--- src/sv/som_ram.sv ---
module som_ram #(
   parameter int Width = 16,
   parameter int Depth = 256
) (
   input  logic                     clock,
   input  logic                     wr_en,
   input  logic [$clog2(Depth)-1:0] wr_addr,
   input  logic [Width-1:0]         wr_data,
   input  logic [$clog2(Depth)-1:0] rd_addr,
   output logic [Width-1:0]         rd_data
);

   logic [Width-1:0] mem [Depth];

   always_ff @(posedge clock) begin
      if (wr_en) begin
         mem[wr_addr] <= wr_data;
      end
      rd_data <= mem[rd_addr];
   end

endmodule

--- config.mk ---
export PLATFORM = sky130hd
export DESIGN_NAME = som_ram
export DESIGN_NICKNAME = d
export VERILOG_FILES = /design/src/sv/som_ram.sv
export SDC_FILE = /design/constraint.sdc
export NUM_CORES = 2
export LEC_CHECK = 0
export BUFFER_PORTS_ARGS = -buffer_cell sky130_fd_sc_hd__buf_4
export CELL_PAD_IN_SITES_DETAIL_PLACEMENT = 0
export CELL_PAD_IN_SITES_GLOBAL_PLACEMENT = 1
export CORE_MARGIN = 4
export CORE_UTILIZATION = 30
export CTS_CLUSTER_SIZE = 10
export DETAILED_ROUTE_END_ITERATION = 8
export GPL_TIMING_DRIVEN = 0
export PLACE_DENSITY_LB_ADDON = 0.12
export SLEW_MARGIN = 0
export SYNTH_ARGS = -nofsm -noshare
export SYNTH_HDL_FRONTEND = slang
export SYNTH_SLANG_ARGS = --single-unit
export TNS_END_PERCENT = 20
--- constraint.sdc ---
create_clock -name clock -period 9.6 [get_ports clock]
set_clock_uncertainty 0.15 [all_clocks]
set_input_delay 2.4 -clock clock [delete_from_list [all_inputs] [get_ports clock]]
set_output_delay 2.4 -clock clock [all_outputs]
set_load 0.05 [all_outputs]
**Word level (Yosys, flattened, before mapping)**

Memory sizes are Yosys's and may differ from the RTL's. A register that Yosys moved wholly into a read port is not among the register bits.
Cells that the tools add are included.

- Muxes and demuxes: 2

Operators by type and width:

| operator | count |
|---|---|
| two-way mux 1 bit | 2 |

- Logic and storage cells: 3
- Flip-flop bits (word level): 0
- Bits in writable memories: 4096
- Output and inout port bits: 16
- Input port bits: 34
- Memories kept: 1

Memories:

| name | depth | width | rd ports | clocked after Yosys merged registers in | wr ports | RTL line | source |
|---|---|---|---|---|---|---|---|
| mem | 256 | 16 | 1 | 1 | 1 | 13 | `logic [Width-1:0] mem [Depth];` |

**Longest topological paths before layout**

- Word-level depth: 2
- Mapped depth: 12
- Depth with buffers taken out: 6

**Worst setup path after synthesis**

OpenSTA, ideal clock, no wires.

- Path type: input to register
- From: input port wr_addr[3]
- To: memory mem[235][0], enable pin
- Data required time: 9062 ps
- Path slack: 4885 ps
- Cell stages on the path: 6
- Buffers on the path: 3
- Setup time: 388 ps
- Data arrival time: 4177 ps
- Path through: clkbuf_1 -> nor2b_1 -> clkbuf_1 -> nand4_1 -> clkbuf_1 -> nor2_1

RTL lines:

| what | RTL line | source |
|---|---|---|
| start, declared | 7 | `input logic [$clog2(Depth)-1:0] wr_addr,` |
| end, declared | 13 |  |

Straight into the memory's write port.

==> metrics.md <==
| Metric | Value |
|---|---|
| Power Internal | 29.4 mW |
| Hold_sp | mem[200][4] |
| Setup-failing EPs final | 0 |
| Vias in the first global route | 82,500 |
| Synth Instances | 7,360 |
| Ys Warns | 0 |
| Die Area | 541,000 um2 |
| Mapped Avg Cell Area | 21.6 um2 |
| Fin util | 0.357 |
| Starting DRT DRC Count | 10,400 |
| Clock Tree Root | clkbuf_16 |
| Quantity of hold-fixing buffers added after cts | 0 |
| Register area share after synthesis | 0.777 |
| Post-synth top flop | edfxtp_1 |
| TritonRoute pass-1 iters | 8 |
| # rows | 266 |
| Final min period | 8410 ps |
| Post-CTS setup buffer count | 0 |
| Combinational group share of total power | 0.065 |
| DP HPWL | 417,000 um |
| Peak Freq | 0.119 GHz |
| Number of synthesized flops with an enable pin | 4,096 |
| CP required | 10,340 ps |
| Crit path launch | rd_addr[3] |
| Crit path launch type | primary input |
| Vias per cell | 5.37 |
| Hold Path Class | reg2reg |
| Post-placement cell count | 14,700 |
| DR vias | 82,600 |
| Final slew viol count | 28 |
| Clock share of power | 0.418 |
| Fin crit share | 0.876 |
| Worst vdd ir | 0.151 mV |
| Synthesized area | 159,000 um2 |
| Synth async-reset ratio | 0 |
| RSZ-0062 raised after global routing | false |
| Crit path max fanout | 10 |
| Final antenna-violating net count | 0 |
| Starting Density | 0.302 |
| Share of layout cells above drive strength 1 | 0.275 |
| Status | finished with violations |
| Initial antenna violation count | 66 |
| WL/cell | 38.7 um |
| Syn Nets | 7,394 |
| Kind of critical path | in2reg |
| Clk buf depth | 4 |
| Measured slew at the worst slew-check pin | 1730 ps |
| Netlist cell types | 52 |
| Port bufs | 39 |
| Final Hold Vio Count | 0 |
| Grt ovf | 0 |
| Area grow syn2layout | 18.4% |
| Rel. slew slack | -0.161 |
| Max Cap Viol | 6 |
| Final wirelength | 596,000 um |
| Sw Ratio | 0.231 |
| CP Capture Type | register |
| Layout fillers | 48,400 |
| Total power | 38.3 mW |
| Die Wd | 735 um |
| Clock sink count | 4,112 |
| H-Tree Depth | 5 |
| Power Density | 204 nW/um2 |
| I/O Pins | 50 |
| Chip height | 735 um |
| Resized Gates After CTS | 0 |
| Cts bufs inserted | 472 |
| Worst-Skew Late Latency | 1040 ps |
| Seq cells post-synth | 4,112 |
| Core area | 526,000 um2 |
| Number of nets in the layout | 8,227 |
| Failing checks | max-capacitance violations, max-slew violations |
| CTS tree | yes |
| Sequential Power Share | 0.517 |
| RR Startpoint | mem[160][12] |
| GP Congestion | 0.934 |
| LEAKAGE | 58.3 nW |
| Drt drc | 0 |
| Clock transition at the registers of the reported paths | 60 ps |
| Net Switching | 8.85 mW |
| First-pass GRT wire length | 784,000 um |
| Final cell count without fillers | 15,400 |
| Largest net degree at the start of global routing | 133 |
| GRT Util Overall | 0.216 |
| CP arrival | 9150 ps |
==> power by group through the flow <==
stage	Combinational, mW	Clock (mW)	Sequential, mW
2_1_floorplan	0.976	0	20.2
3_3_place_gp	2.34	0	20.2
3_5_place_dp	2.49	0	20.2
4_1_cts	2.50	16.4	19.8
5_1_grt	2.54	17.1	19.8
6_report	2.47	16.0	19.8
==> critical path, stage by stage <==
cell      delay, ps
clkbuf_1        540
inv_2           730
buf_2           630
clkbuf_1       1090
clkbuf_1       1070
clkbuf_1        560
nor3_1          460
nor3_1         1200
nor4_2           50
buf_4           240
==> through the flow <==
step / setup WS (ps) / TNS, ps / hold WS (ps) / instance area, um2
2_1_floorplan: 4890 / 0 / 704 / 159000
5_1_grt: 1430 / 0 / 1110 / 188000
6_report: 1190 / 0 / 1120 / 188000
3_5_place_dp: 505 / 0 / 1040 / 175000
3_3_place_gp: -1310 / -11360 / 1020 / 168000
4_1_cts: 1620 / 0 / 1060 / 188000
==> cells by family (layout without fill, tap and decap cells) <==
family                 Yosys count  count (layout)  synth area share
AO/OA/AOI/OAI                  786             786            0.0354
buffers and inverters          456            1480            0.0169
flip-flops                    4112            4112             0.777
multiplexers                  1450            1450             0.155
other                            0              35                 0
AND/OR/NAND/NOR                556             556            0.0157
==> final timing paths <==
check,endpoint,slack [ps],cells past startpoint
setup / recovery,rd_data[5],1190,10
hold / removal,rd_data[4],1120,5
setup reg to reg,rd_data[12],5400,7
hold reg to reg,rd_data[4],1120,5
==> cell usage in the layout (no fill, tap or decap), types with 22 or more instances in the layout <==
cell type,Yosys,layout
mux2_2,88,88
buf_1,27,24
o221ai_1,252,252
nor2_4,0,26
o22ai_1,148,148
a22oi_1,43,43
clkbuf_16,0,475
diode_2,0,35
a21oi_1,175,175
buf_8,11,201
mux2i_1,565,565
nor3_1,92,91
nand4_1,26,26
buf_2,76,79
clkbuf_2,0,29
a221oi_1,28,28
nor2_1,304,48
o21ai_0,37,37
edfxtp_1,4096,4096
clkbuf_1,230,303
nand2_1,38,38
buf_4,26,69
buf_12,5,22
mux4_2,797,797
nor2_2,0,230
a22o_1,32,32
buf_16,0,94
buf_6,77,92
clkinv_1,0,33
nand3_1,35,35
==> layout make-up <==
class,count,area [um2],area share
Sequential cell,4112,123000,0.656
Multi-Input combinational cell,2792,33700,0.179
Inverter,4,15.0,0.0000799
Buffer,452,2740,0.0146
Timing Repair Buffer,359,6270,0.0334
Clock buffer,587,12300,0.0656
Tap cell,6968,8720,0.0464
Antenna cell,35,87.6,0.000466
Clock inverter,78,759,0.00404
==> registers in the layout, summed over array words and instances (netlist names) <==
register,flops
rd_data,16
mem,4096
==> per-layer routing <==
metal  wire [um]  vias to the layer above  GRT usage
li1            -                    32900          -
met1      262000                    45600      0.305
met2      272000                     3310      0.336
met3       38900                      762     0.0375
met4       22800                        6     0.0747
met5          41                        -          0
==> cells in the mapped netlist, drive strengths merged, types with 18 or more instances <==
library cell / count / area, um2
a221oi: 28 / 245
nand3: 35 / 175
a21oi: 175 / 876
a22oi: 43 / 323
nand2: 38 / 143
nor4: 18 / 119
o221ai: 253 / 2220
o22ai: 148 / 926
a22o: 32 / 280
o21ai: 38 / 190
o32ai: 21 / 191
mux4: 797 / 17900
clkbuf: 230 / 863
edfxtp: 4096 / 123000
mux2: 88 / 991
buf: 222 / 1810
mux2i: 565 / 5660
nand4: 26 / 163
nor3: 92 / 460
nor2: 304 / 1140
a211oi: 18 / 135
No activity file was read; power rests on OpenSTA's default activity.
